$ cat src/sv/rgbhsv_pkg.sv
`default_nettype none

package rgbhsv_pkg;

  localparam int unsigned CH_W  = 8;   // one colour channel
  localparam int unsigned QUO_W = 8;   // quotient bits, one per divider step
  localparam int unsigned T_W   = 11;  // hue offset, 0 .. 6*diff-1
  localparam int unsigned HN_W  = 19;  // 255 * hue offset
  localparam int unsigned HD_W  = 11;  // 6 * diff
  localparam int unsigned SN_W  = 16;  // 255 * diff
  localparam int unsigned SD_W  = 8;   // maximum channel

  // Item carried through the divider pipeline. Both quotients are formed
  // in parallel, one bit per stage, by restoring division.
  typedef struct packed {
    logic [HN_W-1:0]  hue_rem;
    logic [HD_W-1:0]  hue_den;
    logic [QUO_W-1:0] hue_q;
    logic [SN_W-1:0]  sat_rem;
    logic [SD_W-1:0]  sat_den;
    logic [QUO_W-1:0] sat_q;
    logic [CH_W-1:0]  brightness;
    logic [CH_W-1:0]  alpha;
    logic             hue_zero;
    logic             sat_zero;
  } div_item_t;

endpackage

`default_nettype wire

$ cat src/sv/rgbhsv_front.sv
`default_nettype none

module rgbhsv_front
  import rgbhsv_pkg::*;
(
  input  wire logic            clk,
  input  wire logic            rst_n,
  input  wire logic            in_valid,
  output logic                 in_ready,
  input  wire logic [CH_W-1:0] in_red,
  input  wire logic [CH_W-1:0] in_green,
  input  wire logic [CH_W-1:0] in_blue,
  input  wire logic [CH_W-1:0] in_alpha,
  output logic                 out_valid,
  input  wire logic            out_ready,
  output div_item_t            out_item
);

  typedef enum logic [1:0] {
    SEL_RED,
    SEL_GREEN,
    SEL_BLUE
  } sel_t;

  // Stage 1: maximum, minimum and the winning channel.
  logic            v1_r;
  logic            rdy1;
  logic [CH_W-1:0] r1_r, g1_r, b1_r, a1_r, mx1_r, mn1_r;
  sel_t            sel1_r;
  logic [CH_W-1:0] mx_nxt, mn_nxt, rg_max, rg_min;
  sel_t            sel_nxt;

  // Stage 2: chroma and the hue offset, folded into 0 .. 6*diff-1.
  logic            v2_r;
  logic            rdy2;
  logic [CH_W-1:0] d2_r, mx2_r, a2_r;
  logic [T_W-1:0]  t2_r;
  logic [CH_W-1:0] d_nxt;
  logic signed [T_W:0] t_raw, t_six, t_nxt;

  // Stage 3: numerators and denominators for the divider.
  logic            v3_r;
  logic            rdy3;
  div_item_t       item3_r;
  div_item_t       item_nxt;

  assign rdy3     = !v3_r || out_ready;
  assign rdy2     = !v2_r || rdy3;
  assign rdy1     = !v1_r || rdy2;
  assign in_ready = rdy1;

  always_comb begin
    rg_max = (in_red >= in_green) ? in_red : in_green;
    rg_min = (in_red <= in_green) ? in_red : in_green;
    mx_nxt = (rg_max >= in_blue) ? rg_max : in_blue;
    mn_nxt = (rg_min <= in_blue) ? rg_min : in_blue;
    // Ties go to red first, then green.
    if (mx_nxt == in_red) begin
      sel_nxt = SEL_RED;
    end else if (mx_nxt == in_green) begin
      sel_nxt = SEL_GREEN;
    end else begin
      sel_nxt = SEL_BLUE;
    end
  end

  always_comb begin
    d_nxt = mx1_r - mn1_r;
    t_six = signed'({2'b00, 1'b0, d_nxt, 1'b0}) + signed'({2'b00, d_nxt, 2'b00});
    case (sel1_r)
      SEL_RED: begin
        t_raw = signed'({4'b0000, g1_r}) - signed'({4'b0000, b1_r});
      end
      SEL_GREEN: begin
        t_raw = signed'({3'b000, d_nxt, 1'b0}) + signed'({4'b0000, b1_r})
              - signed'({4'b0000, r1_r});
      end
      SEL_BLUE: begin
        t_raw = signed'({2'b00, d_nxt, 2'b00}) + signed'({4'b0000, r1_r})
              - signed'({4'b0000, g1_r});
      end
      default: begin
        t_raw = '0;
      end
    endcase
    t_nxt = t_raw[T_W] ? (t_raw + t_six) : t_raw;
  end

  always_comb begin
    item_nxt            = '0;
    item_nxt.hue_rem    = (HN_W'(t2_r) << CH_W) - HN_W'(t2_r);
    item_nxt.hue_den    = (HD_W'(d2_r) << 2) + (HD_W'(d2_r) << 1);
    item_nxt.hue_q      = '0;
    item_nxt.sat_rem    = (SN_W'(d2_r) << CH_W) - SN_W'(d2_r);
    item_nxt.sat_den    = mx2_r;
    item_nxt.sat_q      = '0;
    item_nxt.brightness = mx2_r;
    item_nxt.alpha      = a2_r;
    item_nxt.hue_zero   = (d2_r == '0);
    item_nxt.sat_zero   = (mx2_r == '0);
  end

  always_ff @(posedge clk) begin
    if (!rst_n) begin
      v1_r <= 1'b0;
      v2_r <= 1'b0;
      v3_r <= 1'b0;
    end else begin
      if (rdy1) begin
        v1_r <= in_valid;
      end
      if (rdy2) begin
        v2_r <= v1_r;
      end
      if (rdy3) begin
        v3_r <= v2_r;
      end
    end
  end

  always_ff @(posedge clk) begin
    if (rdy1 && in_valid) begin
      r1_r   <= in_red;
      g1_r   <= in_green;
      b1_r   <= in_blue;
      a1_r   <= in_alpha;
      mx1_r  <= mx_nxt;
      mn1_r  <= mn_nxt;
      sel1_r <= sel_nxt;
    end
    if (rdy2 && v1_r) begin
      d2_r  <= d_nxt;
      mx2_r <= mx1_r;
      a2_r  <= a1_r;
      t2_r  <= t_nxt[T_W-1:0];
    end
    if (rdy3 && v2_r) begin
      item3_r <= item_nxt;
    end
  end

  assign out_valid = v3_r;
  assign out_item  = item3_r;

endmodule

`default_nettype wire

$ cat src/sv/rgbhsv_div_step.sv
`default_nettype none

module rgbhsv_div_step
  import rgbhsv_pkg::*;
#(
  parameter int unsigned BIT = 0
)
(
  input  wire logic      clk,
  input  wire logic      rst_n,
  input  wire logic      in_valid,
  output logic           in_ready,
  input  wire div_item_t in_item,
  output logic           out_valid,
  input  wire logic      out_ready,
  output div_item_t      out_item
);

  logic            valid_r;
  div_item_t       item_r;
  div_item_t       item_nxt;
  logic [HN_W-1:0] hue_trial;
  logic [SN_W-1:0] sat_trial;

  assign in_ready = !valid_r || out_ready;

  // While the divisor is non-zero the remainder stays below it shifted one
  // place further, so a single compare and subtract settles this quotient bit.
  always_comb begin
    item_nxt  = in_item;
    hue_trial = HN_W'(in_item.hue_den) << BIT;
    sat_trial = SN_W'(in_item.sat_den) << BIT;
    if (in_item.hue_rem >= hue_trial) begin
      item_nxt.hue_rem    = in_item.hue_rem - hue_trial;
      item_nxt.hue_q[BIT] = 1'b1;
    end
    if (in_item.sat_rem >= sat_trial) begin
      item_nxt.sat_rem    = in_item.sat_rem - sat_trial;
      item_nxt.sat_q[BIT] = 1'b1;
    end
  end

  always_ff @(posedge clk) begin
    if (!rst_n) begin
      valid_r <= 1'b0;
    end else if (in_ready) begin
      valid_r <= in_valid;
    end
  end

  always_ff @(posedge clk) begin
    if (in_ready && in_valid) begin
      item_r <= item_nxt;
    end
  end

  assign out_valid = valid_r;
  assign out_item  = item_r;

endmodule

`default_nettype wire

$ cat src/sv/rgb_to_hsv_pixel_convert.sv
// RGBA to HSV pixel converter, 8 bits per channel.
// Input stream: in_tdata carries one RGBA pixel per transaction, accepted
// when in_tvalid and in_tready are both high. Output stream: out_tdata
// carries hue, saturation, brightness (the largest channel) and the alpha
// copied through; a transaction completes when out_tvalid and out_tready
// are both high. Hue maps a full turn to 0..254; a grey pixel gives hue 0,
// and a black pixel also gives saturation 0.
// From acceptance to out_tvalid a pixel passes three front stages
// (max/min, hue offset, numerators) and eight restoring divider stages,
// one quotient bit of both divisions per stage.
// Throughput is one pixel per cycle while out_tready is high. Every stage
// holds a valid bit and takes a new transaction whenever it is empty or its
// successor moves on, so empty slots close up while the output is stalled,
// and the input is refused only once all eleven stages hold pixels.
// A stall holds every occupied stage unchanged; nothing is dropped or
// repeated. Synchronous active-low reset empties the pipeline; no state
// survives between pixels.
`default_nettype none

module rgb_to_hsv_pixel_convert
  import rgbhsv_pkg::*;
(
  input  wire logic        clk,
  input  wire logic        rst_n,
  input  wire logic        in_tvalid,
  output logic             in_tready,
  input  wire logic [31:0] in_tdata,   // red, green, blue, alpha
  output logic             out_tvalid,
  input  wire logic        out_tready,
  output logic [31:0]      out_tdata   // hue, saturation, brightness, alpha_out
);

  logic      vld [QUO_W+1];
  logic      rdy [QUO_W+1];
  div_item_t itm [QUO_W+1];

  rgbhsv_front u_front (
    .clk       (clk),
    .rst_n     (rst_n),
    .in_valid  (in_tvalid),
    .in_ready  (in_tready),
    .in_red    (in_tdata[7:0]),
    .in_green  (in_tdata[15:8]),
    .in_blue   (in_tdata[23:16]),
    .in_alpha  (in_tdata[31:24]),
    .out_valid (vld[0]),
    .out_ready (rdy[0]),
    .out_item  (itm[0])
  );

  // Quotient bits are resolved from the most significant down.
  for (genvar k = 0; k < QUO_W; k++) begin : g_div
    rgbhsv_div_step #(
      .BIT (QUO_W - 1 - k)
    ) u_step (
      .clk       (clk),
      .rst_n     (rst_n),
      .in_valid  (vld[k]),
      .in_ready  (rdy[k]),
      .in_item   (itm[k]),
      .out_valid (vld[k+1]),
      .out_ready (rdy[k+1]),
      .out_item  (itm[k+1])
    );
  end

  logic [CH_W-1:0] hue_out, sat_out;

  assign hue_out = itm[QUO_W].hue_zero ? '0 : itm[QUO_W].hue_q;
  assign sat_out = itm[QUO_W].sat_zero ? '0 : itm[QUO_W].sat_q;

  assign rdy[QUO_W]  = out_tready;
  assign out_tvalid  = vld[QUO_W];
  assign out_tdata   = {itm[QUO_W].alpha, itm[QUO_W].brightness, sat_out, hue_out};

`ifndef SYNTHESIS
  a_hue_range: assert property (@(posedge clk) disable iff (!rst_n)
    out_tvalid |-> (out_tdata[7:0] != 8'hFF))
    else $error("hue reached a full turn");

  a_black_unsaturated: assert property (@(posedge clk) disable iff (!rst_n)
    (out_tvalid && (out_tdata[23:16] == 8'h00)) |-> (out_tdata[15:8] == 8'h00))
    else $error("black pixel with non-zero saturation");

  a_grey_hue: assert property (@(posedge clk) disable iff (!rst_n)
    (out_tvalid && (out_tdata[15:8] == 8'h00)) |-> (out_tdata[7:0] == 8'h00))
    else $error("grey pixel with non-zero hue");

  a_flow_through: assert property (@(posedge clk) disable iff (!rst_n)
    out_tready |-> in_tready)
    else $error("pipeline refused input while the output drains");
`endif

endmodule

`default_nettype wire

$ cat config.mk
export PLATFORM = sky130hd
export DESIGN_NAME = rgb_to_hsv_pixel_convert
export DESIGN_NICKNAME = d
export VERILOG_FILES = /design/src/sv/rgbhsv_pkg.sv /design/src/sv/rgbhsv_front.sv /design/src/sv/rgbhsv_div_step.sv /design/src/sv/rgb_to_hsv_pixel_convert.sv
export SDC_FILE = /design/constraint.sdc
export NUM_CORES = 1
export LEC_CHECK = 0
export BUFFER_PORTS_ARGS = -buffer_cell sky130_fd_sc_hd__buf_2
export CAP_MARGIN = 5
export CORE_MARGIN = 1.5
export CORE_UTILIZATION = 40
export CTS_BUF_LIST = sky130_fd_sc_hd__clkbuf_16
export CTS_CLUSTER_DIAMETER = 200
export DETAILED_ROUTE_END_ITERATION = 10
export MAX_ROUTING_LAYER = met4
export SLEW_MARGIN = 20
export SYNTH_ARGS = -nofsm -noshare
export SYNTH_HDL_FRONTEND = slang
export SYNTH_SLANG_ARGS = --single-unit
$ cat constraint.sdc
create_clock -name clk -period 18.8 [get_ports clk]
set_clock_uncertainty 0.05 [all_clocks]
set_input_delay 4.7 -clock clk [delete_from_list [all_inputs] [get_ports clk]]
set_output_delay 4.7 -clock clk [all_outputs]
set_load 0.005 [all_outputs]
==> results_tabular.tex, run 1 <==
\begin{tabular}{lr}
\hline
Metric & Value \\
\hline
\multicolumn{2}{l}{\textbf{Status}} \\
Result of the run & finished, final reports clean \\
\multicolumn{2}{l}{\textbf{Critical path}} \\
Critical path data required time & 14,050 ps \\
Worst r2r dst & u\_front.t2\_r[10] \\
Crit path to & in\_tready \\
Kind of start point of the critical path & input pin \\
RR Startpoint & u\_front.mx1\_r[0] \\
Critical path class & input pin to output pin \\
Origin of the worst setup path & out\_tready \\
Data arrival, critical path & 7190 ps \\
Largest fanout of any net on the critical path & 6 \\
Type of destination of the critical path & output pin \\
Reg-to-reg setup timing slack & 12,470 ps \\
Register-to-Register Path Depth & 25 \\
\multicolumn{2}{l}{\textbf{Pwr}} \\
Power density normalized to cell area & 110 nW/um\^{}2 \\
Maximum vdd ir drop & 0.000115 V \\
Power Total & 0.00422 W \\
Leak & 14.5 nW \\
\multicolumn{2}{l}{\textbf{Timing}} \\
Final total negative setup slack & 0 ps \\
RSZ-0062 raised after global routing & no \\
Final-report setup violation count & 0 \\
Min Tclk post-route & 11,940 ps \\
Number of max-slew violations in the final report & 0 \\
Max Clk Rate & 83.8 MHz \\
Headroom to the max-slew limit & 0.275 \\
Actual slew at the worst max-slew pin & 1080 ps \\
Share of the cycle needed by the critical path after routing & 0.635 \\
Final Hold Viols & 0 \\
\multicolumn{2}{l}{\textbf{CTS}} \\
Clk sink count & 675 \\
Hold bufs inserted after CTS & 0 \\
Clock latency at the later pin of the worst-skew pair & 630 ps \\
CTS root buffer & sky130\_fd\_sc\_hd\_\_clkbuf\_16 \\
Num CTS Buffers & 74 \\
CTS clock-pin slew for the worst setup and hold paths & 60 ps \\
H-tree depth & 3 \\
Buffer depth of the longest clock path & 3 \\
TritonCTS clock tree & yes \\
Post-CTS Repair Setup Buffers & 0 \\
Resized cells post-CTS & 0 \\
\multicolumn{2}{l}{\textbf{Floorplan}} \\
Die Y-Extent & 295 um \\
Core Box Area & 84,900 um\^{}2 \\
X dimension of the die & 295 um \\
Floorplan die area & 87,200 um\^{}2 \\
IO Pins & 70 \\
FP Rows & 107 \\
Initial cell density of the core & 0.403 \\
\multicolumn{2}{l}{\textbf{Drt}} \\
Remaining design rule violation count & 0 \\
Post-detailed-routing wire length & 61,400 um \\
Number of DRC violations after detailed-routing iteration 0 & 954 \\
Via count & 19,900 \\
Detailed-router iteration count before antenna repair & 6 \\
Residual antenna-violating net count after detailed routing & 0 \\
Average wire length per cell after detail routing & 15.2 um \\
Vias per cell & 4.92 \\
\multicolumn{2}{l}{\textbf{Yosys}} \\
Top flip-flop cell by instance count after synthesis & sky130\_fd\_sc\_hd\_\_edfxtp\_1 \\
Biggest area contributors in the synthesized netlist & sky130\_fd\_sc\_hd\_\_edfxtp\_1 (58\%), sky130\_fd\_sc\_hd\_\_ha\_1 (9.0\%), sky130\_fd\_sc\_hd\_\_xnor2\_1 (3.5\%), sky130\_fd\_sc\_hd\_\_inv\_1 (3.2\%), sky130\_fd\_sc\_hd\_\_o21ai\_0 (2.2\%) \\
Count of mapped cells out of synthesis & 2,719 \\
Unique masters post-synth & 85 \\
Number of enable-type register cells in the synthesized netlist & 664 \\
Synth Cell Area & 34,200 um\^{}2 \\
Synth warn & 0 \\
Net count of the mapped netlist & 3,029 \\
Post-synthesis cell type with the largest combined area & sky130\_fd\_sc\_hd\_\_edfxtp\_1 \\
Sequential element share of the synthesized area & 0.590 \\
Top cell type's share of synthesized area & 0.583 \\
Mean cell area of the mapped netlist & 12.6 um\^{}2 \\
Flip-flop and latch count after synthesis & 675 \\
Share of synthesized flip-flops with an asynchronous set or reset & 0 \\
\multicolumn{2}{l}{\textbf{Finish}} \\
Layout Utilization & 0.451 \\
Fin area & 38,300 um\^{}2 \\
NumNets Final & 3,143 \\
Area of the multi-input gates & 12,800 um\^{}2 \\
Fillers & 7,622 \\
Sequential Area & 20,200 um\^{}2 \\
Fraction of layout cells with a size suffix above 1 & 0.0955 \\
Signed area change from the synthesized netlist to the final layout & 11.9\% \\
\multicolumn{2}{l}{\textbf{GRT}} \\
Met2 GRT Util & 0.270 \\
Aggregate global-route resource usage & 0.147 \\
Largest net degree at the start of global routing & 70 \\
GRT met3 Usage & 0.0209 \\
Number of antenna violations at the first check in global routing & 1 \\
Vias in the first global route & 20,700 \\
Most Crowded Layer GR & met2 \\
Remaining Overflow, GRT & 0 \\
Met1 routing resource usage after global routing & 0.157 \\
Global-route wire length before repair & 101,000 um \\
\multicolumn{2}{l}{\textbf{Place}} \\
Quantity of I/O buffers inserted on ports & 69 \\
Post-detailed-placement half-perimeter wirelength & 47,100 um \\
Final GP Congestion & 0.892 \\
Placed inst area & 35,900 um\^{}2 \\
\multicolumn{2}{l}{\textbf{Min path}} \\
Class of the tightest hold or removal check & flip-flop to flip-flop \\
\multicolumn{2}{l}{\textbf{Job}} \\
Max Cap Violations & 0 \\
\hline
\end{tabular}
## through the flow
| step | hold slack, ps | cells | setup WS (ps) |
|---|---|---|---|
| after floorplan | 350 | 2719 | 7810 |
| final | 356 | 4036 | 6860 |
| after CTS | 351 | 4034 | 6870 |
| after global placement | 354 | 3900 | 6920 |
| after detailed placement | 355 | 3900 | 6890 |
| after global routing | 360 | 4036 | 6650 |
## flip-flops by register name, indices dropped and copies added, names as in the netlist
signal / flops
g_div.u_step.out_item: 518
g_div.u_step.out_valid: 8
u_front.a1_r: 8
u_front.a2_r: 8
u_front.b1_r: 8
u_front.d2_r: 8
u_front.g1_r: 8
u_front.mn1_r: 8
u_front.mx1_r: 8
u_front.mx2_r: 8
u_front.out_item: 61
u_front.out_valid: 1
u_front.r1_r: 8
u_front.sel1_r: 2
u_front.t2_r: 11
u_front.v1_r: 1
u_front.v2_r: 1
## area by class of cell
cell class,count,area share
Antenna cell,1,0.0000654
Clock inverter,60,0.0117
Inverter,292,0.0286
Clock buffer,74,0.0484
Multi-Input combinational cell,1705,0.334
Tap cell,1144,0.0374
Timing Repair Buffer,85,0.0127
Sequential cell,675,0.527
## how the worst min path moves through the flow
stage	endpoint	start	cells after the start
2_1_floorplan	g_div[0].u_step.out_item[0]	u_front.out_item[0]	0
3_3_place_gp	g_div[7].u_step.out_item[52]	g_div[6].u_step.out_item[52]	0
3_5_place_dp	g_div[0].u_step.out_item[1]	u_front.out_item[1]	0
4_1_cts	g_div[4].u_step.out_item[54]	g_div[3].u_step.out_item[54]	0
5_1_grt	g_div[4].u_step.out_item[54]	g_div[3].u_step.out_item[54]	0
6_report	g_div[4].u_step.out_item[54]	g_div[3].u_step.out_item[54]	0
## power by group
group          total [W]  switching (W)  internal (W)
logic            0.00111       0.000609      0.000506
clock network    0.00134       0.000576      0.000766
registers        0.00176      0.0000430       0.00172
total            0.00422        0.00123       0.00299
## critical path, stage by stage
cell and delay [ps]:
sky130_fd_sc_hd__buf_2 100, sky130_fd_sc_hd__nor2b_1 520, sky130_fd_sc_hd__nand3_1 140, sky130_fd_sc_hd__nor2_1 280, sky130_fd_sc_hd__and2_1 350, sky130_fd_sc_hd__and3_1 290, sky130_fd_sc_hd__and2_0 510, sky130_fd_sc_hd__nand3_1 160
sky130_fd_sc_hd__buf_2 160
## synth_stat cells, types with 4 or more instances
cell and n:
sky130_fd_sc_hd__a2111oi_0 5, sky130_fd_sc_hd__a211oi_1 9, sky130_fd_sc_hd__a21boi_0 22, sky130_fd_sc_hd__a21boi_1 4, sky130_fd_sc_hd__a21o_1 61, sky130_fd_sc_hd__a21oi_1 128
sky130_fd_sc_hd__a31oi_1 8, sky130_fd_sc_hd__and2_1 6, sky130_fd_sc_hd__and3_1 11, sky130_fd_sc_hd__and4b_1 4, sky130_fd_sc_hd__buf_2 7, sky130_fd_sc_hd__buf_4 16
sky130_fd_sc_hd__clkbuf_1 22, sky130_fd_sc_hd__dfxtp_1 11, sky130_fd_sc_hd__edfxtp_1 664, sky130_fd_sc_hd__fa_1 29, sky130_fd_sc_hd__ha_1 245, sky130_fd_sc_hd__inv_1 292
sky130_fd_sc_hd__mux2_2 41, sky130_fd_sc_hd__mux2i_1 15, sky130_fd_sc_hd__nand2_1 173, sky130_fd_sc_hd__nand2b_1 36, sky130_fd_sc_hd__nand3_1 32, sky130_fd_sc_hd__nand3b_1 6
sky130_fd_sc_hd__nand4_1 25, sky130_fd_sc_hd__nand4b_1 6, sky130_fd_sc_hd__nor2_1 138, sky130_fd_sc_hd__nor2b_1 79, sky130_fd_sc_hd__nor3_1 43, sky130_fd_sc_hd__nor3b_1 4
sky130_fd_sc_hd__nor4_1 29, sky130_fd_sc_hd__o2111ai_1 4, sky130_fd_sc_hd__o211ai_1 5, sky130_fd_sc_hd__o21a_1 28, sky130_fd_sc_hd__o21ai_0 150, sky130_fd_sc_hd__o21ai_1 19
sky130_fd_sc_hd__o21bai_1 12, sky130_fd_sc_hd__o31a_1 5, sky130_fd_sc_hd__o31ai_1 23, sky130_fd_sc_hd__or2_2 7, sky130_fd_sc_hd__or3_1 15, sky130_fd_sc_hd__or4_1 7
sky130_fd_sc_hd__xnor2_1 135, sky130_fd_sc_hd__xor2_1 77
## kinds of logic after synthesis
group,share of synthesized area
AO/OA/AOI/OAI,0.0967
XOR/XNOR,0.0556
adder cells (fa/ha/maj),0.107
buffers and inverters,0.0395
flip-flops,0.590
multiplexers,0.0188
AND/OR/NAND/NOR,0.0930
## cell usage in the layout (no fill, tap or decap), drive strengths merged, types with 5 or more instances in the layout
cell type	synthesis	routed
or2	8	8
or3	15	15
a31oi	9	9
a21boi	27	27
buf	25	85
o21bai	12	12
a21o	61	61
o21ai	171	171
clkinv	0	35
mux2i	15	15
nand4	25	25
o31a	5	5
nor3	46	46
xor2	78	78
inv	292	313
nor2	139	139
nor4	29	29
a21oi	130	130
nand2b	36	36
or4	7	7
fa	29	29
a2111oi	6	6
nor2b	79	79
dfxtp	11	11
mux2	43	43
o211ai	5	5
nand3b	6	6
nand2	173	173
nand4b	6	6
ha	245	245
and2	7	7
edfxtp	664	664
and3	11	11
clkbuf	22	74
o31ai	23	23
nand3	32	32
xnor2	136	136
o21a	28	28
a211oi	12	12
## routing by layer
metal / share of wire / wire length, um / up-vias
met1: 0.41 / 25400 / 9375
met4: 0.036 / 2220 / 0
met5: 0 / 0 / -
met3: 0.027 / 1660 / 128
met2: 0.52 / 32200 / 274
li1: - / - / 10100
(Power assumes the default switching activity.)
==> run 2: changes to the inputs <==
- clock period: 18.8 -> 11.71 ns (I/O delays scaled with it)
==> run 2 against run 1 <==
Compared with the run above: non-clock buffer count is 1 lower; final cell count hardly changed; sequential share of layout area is 0.33 points lower; total power is 66% higher; sequential power is 61% higher; die area stayed put; critical path depth stayed put; wire length is 2.2% lower; register-to-register slack worse by 7100 ps; critical path type unchanged; largest power group unchanged.
==> results_tabular.tex, run 2 (synthesized netlist as in run 1, its figures left out) <==
\begin{tabular}{lr}
\hline
Metric & Value \\
\hline
\multicolumn{2}{l}{\textbf{CTS}} \\
Buffer depth of the longest clock path & 3 (unchanged) \\
Num CTS Buffers & 73 (-1.4\%) \\
CTS clock-pin slew for the worst setup and hold paths & 50 ps (about the same) \\
TritonCTS clock tree & yes \\
CTS root buffer & sky130\_fd\_sc\_hd\_\_clkbuf\_16 \\
Post-CTS Repair Setup Buffers & 0 (unchanged) \\
Clk sink count & 675 (unchanged) \\
Hold bufs inserted after CTS & 0 (unchanged) \\
H-tree depth & 3 (unchanged) \\
Resized cells post-CTS & 0 (unchanged) \\
Clock latency at the later pin of the worst-skew pair & 620 ps (about the same) \\
\multicolumn{2}{l}{\textbf{GRT}} \\
Number of antenna violations at the first check in global routing & 0 (-1) \\
Remaining Overflow, GRT & 0 (unchanged) \\
Global-route wire length before repair & 99,700 um (-1.2\%) \\
Vias in the first global route & 20,500 (-1.0\%) \\
Largest net degree at the start of global routing & 70 (unchanged) \\
Aggregate global-route resource usage & 0.144 (-0.00295) \\
\multicolumn{2}{l}{\textbf{Pwr}} \\
Power density normalized to cell area & 182 nW/um\^{}2 (+65\%) \\
Leak & 14.6 nW (+0.51\%) \\
Total internal power & 0.00501 W (+67\%) \\
Maximum vdd ir drop & 0.000213 V (+85\%) \\
Flop pwr share & 0.405 (-0.013) \\
Switching Fraction & 0.284 (-0.00674) \\
Power share of the combinational group & 0.256 (-0.008) \\
Clock share of power & 0.340 (+0.022) \\
Switching pwr & 0.00199 W (+62\%) \\
Power Total & 0.00699 W (+66\%) \\
\multicolumn{2}{l}{\textbf{Timing}} \\
Final total negative setup slack & 0 ps (unchanged) \\
Final Hold Viols & 0 (unchanged) \\
Final-report setup violation count & 0 (unchanged) \\
Actual slew at the worst max-slew pin & 1040 ps (-35.0 ps) \\
Min Tclk post-route & 8350 ps \\
Max Clk Rate & 120 MHz \\
Headroom to the max-slew limit & 0.299 (+0.0232) \\
Share of the cycle needed by the critical path after routing & 0.713 \\
RSZ-0062 raised after global routing & no \\
Number of max-slew violations in the final report & 0 (unchanged) \\
\multicolumn{2}{l}{\textbf{Min path}} \\
Hold Path Origin & g\_div[0].u\_step.out\_item[1] \\
Worst hold path stage count & 0 (unchanged) \\
Class of the tightest hold or removal check & flip-flop to flip-flop \\
Terminating pin of the worst hold path & g\_div[1].u\_step.out\_item[1] \\
\multicolumn{2}{l}{\textbf{Critical path}} \\
Cell with the largest stage delay on the worst path & sky130\_fd\_sc\_hd\_\_and2\_0 \\
Largest incremental delay on the critical path & 510 ps (about the same) \\
Type of destination of the critical path & output pin \\
Critical path class & input pin to output pin \\
Kind of start point of the critical path & input pin \\
Buffers and inverters on the worst path & 2 (unchanged) \\
Reg-to-reg setup timing slack & 5360 ps (-7110 ps) \\
Worst-path cell chain & buf\_2, nor2b\_1, nand3\_1, nor2\_1, and2\_1, and3\_1, and2\_0, nand3\_1, buf\_2 \\
RR Startpoint & u\_front.mx1\_r[0] \\
Worst r2r dst & u\_front.t2\_r[10] \\
Register-to-Register Path Depth & 23 (-8.0\%) \\
Cell family with most CP delay & simple AND/OR/NAND/NOR gates \\
Critical path data required time & 8730 ps (-5320 ps) \\
Data arrival, critical path & 5370 ps (-1820 ps) \\
WP depth & 9 (unchanged) \\
Largest fanout of any net on the critical path & 6 (unchanged) \\
\multicolumn{2}{l}{\textbf{Floorplan}} \\
IO Pins & 70 (unchanged) \\
Floorplan die area & 87,200 um\^{}2 (unchanged) \\
FP Rows & 107 (unchanged) \\
Core Box Area & 84,900 um\^{}2 (unchanged) \\
Die Y-Extent & 295 um (unchanged) \\
X dimension of the die & 295 um (unchanged) \\
Initial cell density of the core & 0.403 (unchanged) \\
\multicolumn{2}{l}{\textbf{Drt}} \\
Average wire length per cell after detail routing & 14.9 um (-2.1\%) \\
Detailed-router iteration count before antenna repair & 5 (-1) \\
Post-detailed-routing wire length & 60,100 um (-2.2\%) \\
Residual antenna-violating net count after detailed routing & 0 (unchanged) \\
Via count & 19,900 (+0.34\%) \\
Number of DRC violations after detailed-routing iteration 0 & 991 (+3.9\%) \\
Remaining design rule violation count & 0 (unchanged) \\
Vias per cell & 4.94 (+0.39\%) \\
\multicolumn{2}{l}{\textbf{Finish}} \\
Finished Layout Cells & 4,034 (-0.050\%) \\
NumNets Final & 3,141 (-0.064\%) \\
Fraction of layout cells with a size suffix above 1 & 0.0986 (+0.00315) \\
Layout Utilization & 0.454 (+0.00282) \\
Max reg flops & 518 (unchanged) \\
Commonest non-fill, non-tap cell in the layout & sky130\_fd\_sc\_hd\_\_edfxtp\_1 \\
Signed area change from the synthesized netlist to the final layout & 12.6\% \\
Number of diodes added for antenna fixing & 0 (-1) \\
Commonest cells after routing, fill and taps aside & sky130\_fd\_sc\_hd\_\_edfxtp\_1 (664), sky130\_fd\_sc\_hd\_\_inv\_1 (301), sky130\_fd\_sc\_hd\_\_ha\_1 (245), sky130\_fd\_sc\_hd\_\_nand2\_1 (173), sky130\_fd\_sc\_hd\_\_o21ai\_0 (150) \\
\multicolumn{2}{l}{\textbf{Place}} \\
Post-detailed-placement half-perimeter wirelength & 45,900 um (-2.5\%) \\
Final GP Congestion & 0.904 (+1.4\%) \\
Quantity of I/O buffers inserted on ports & 69 (unchanged) \\
Number of placed instances with taps included & 3,899 (-0.026\%) \\
\multicolumn{2}{l}{\textbf{Job}} \\
Max Cap Violations & 0 (unchanged) \\
\multicolumn{2}{l}{\textbf{Status}} \\
Result of the run & finished, final reports clean \\
\hline
\end{tabular}
-- run 2: cell count changes in the layout (fill, tap and decap cells not counted), moves of 2 or more --
cell                         delta
sky130_fd_sc_hd__bufinv_16      +9
sky130_fd_sc_hd__clkinv_1       -3
sky130_fd_sc_hd__clkinv_2       -4
sky130_fd_sc_hd__clkinv_8       -2
sky130_fd_sc_hd__clkinvlp_4     +3
sky130_fd_sc_hd__inv_1          -7
sky130_fd_sc_hd__inv_6          +2
-- run 2: how the worst max path moves through the flow --
| stage | startpoint | to | slack, ps |
|---|---|---|---|
| global route | out_tready | in_tready | 3100 |
| global placement | out_tready | in_tready | 3400 |
| finish | out_tready | in_tready | 3360 |
| detailed placement | out_tready | in_tready | 3350 |
| floorplan | out_tready | g_div[6].u_step.out_item[0] | 2490 |
| CTS | out_tready | in_tready | 3340 |
-- run 2: per-layer routing --
metal	GRT usage	wire length (um)
met5	-	0
met2	0.262	30900
met3	0.0202	1630
met1	0.160	25600
met4	0.0539	1930
-- run 2: metrics by stage --
stage | area (um^2) | hold WS, ps | setup WS (ps)
floorplan | 34200 | 350 | 2490
global placement | 35900 | 353 | 3400
detailed placement | 35900 | 355 | 3350
CTS | 38500 | 325 | 3340
global route | 38500 | 348 | 3100
finish | 38500 | 326 | 3360
-- run 2: layout make-up --
| type | instances | area (um^2) |
|---|---|---|
| multi-input cells | 1705 | 12800 |
| inverters | 292 | 1100 |
| repair buffers | 84 | 478 |
| clock inverters | 60 | 697 |
| fillers | 7571 | 46400 |
| well taps | 1144 | 1430 |
| clock buffers | 74 | 1850 |
| flip-flops and latches | 675 | 20200 |
-- run 2: power groups by stage --
stage | Clock [W] | Combinational (W) | Sequential, W
2_1_floorplan | 0 | 0.00144 | 0.00284
3_3_place_gp | 0 | 0.00173 | 0.00288
3_5_place_dp | 0 | 0.00178 | 0.00288
4_1_cts | 0.00245 | 0.00179 | 0.00283
5_1_grt | 0.00254 | 0.00201 | 0.00284
6_report | 0.00237 | 0.00179 | 0.00283
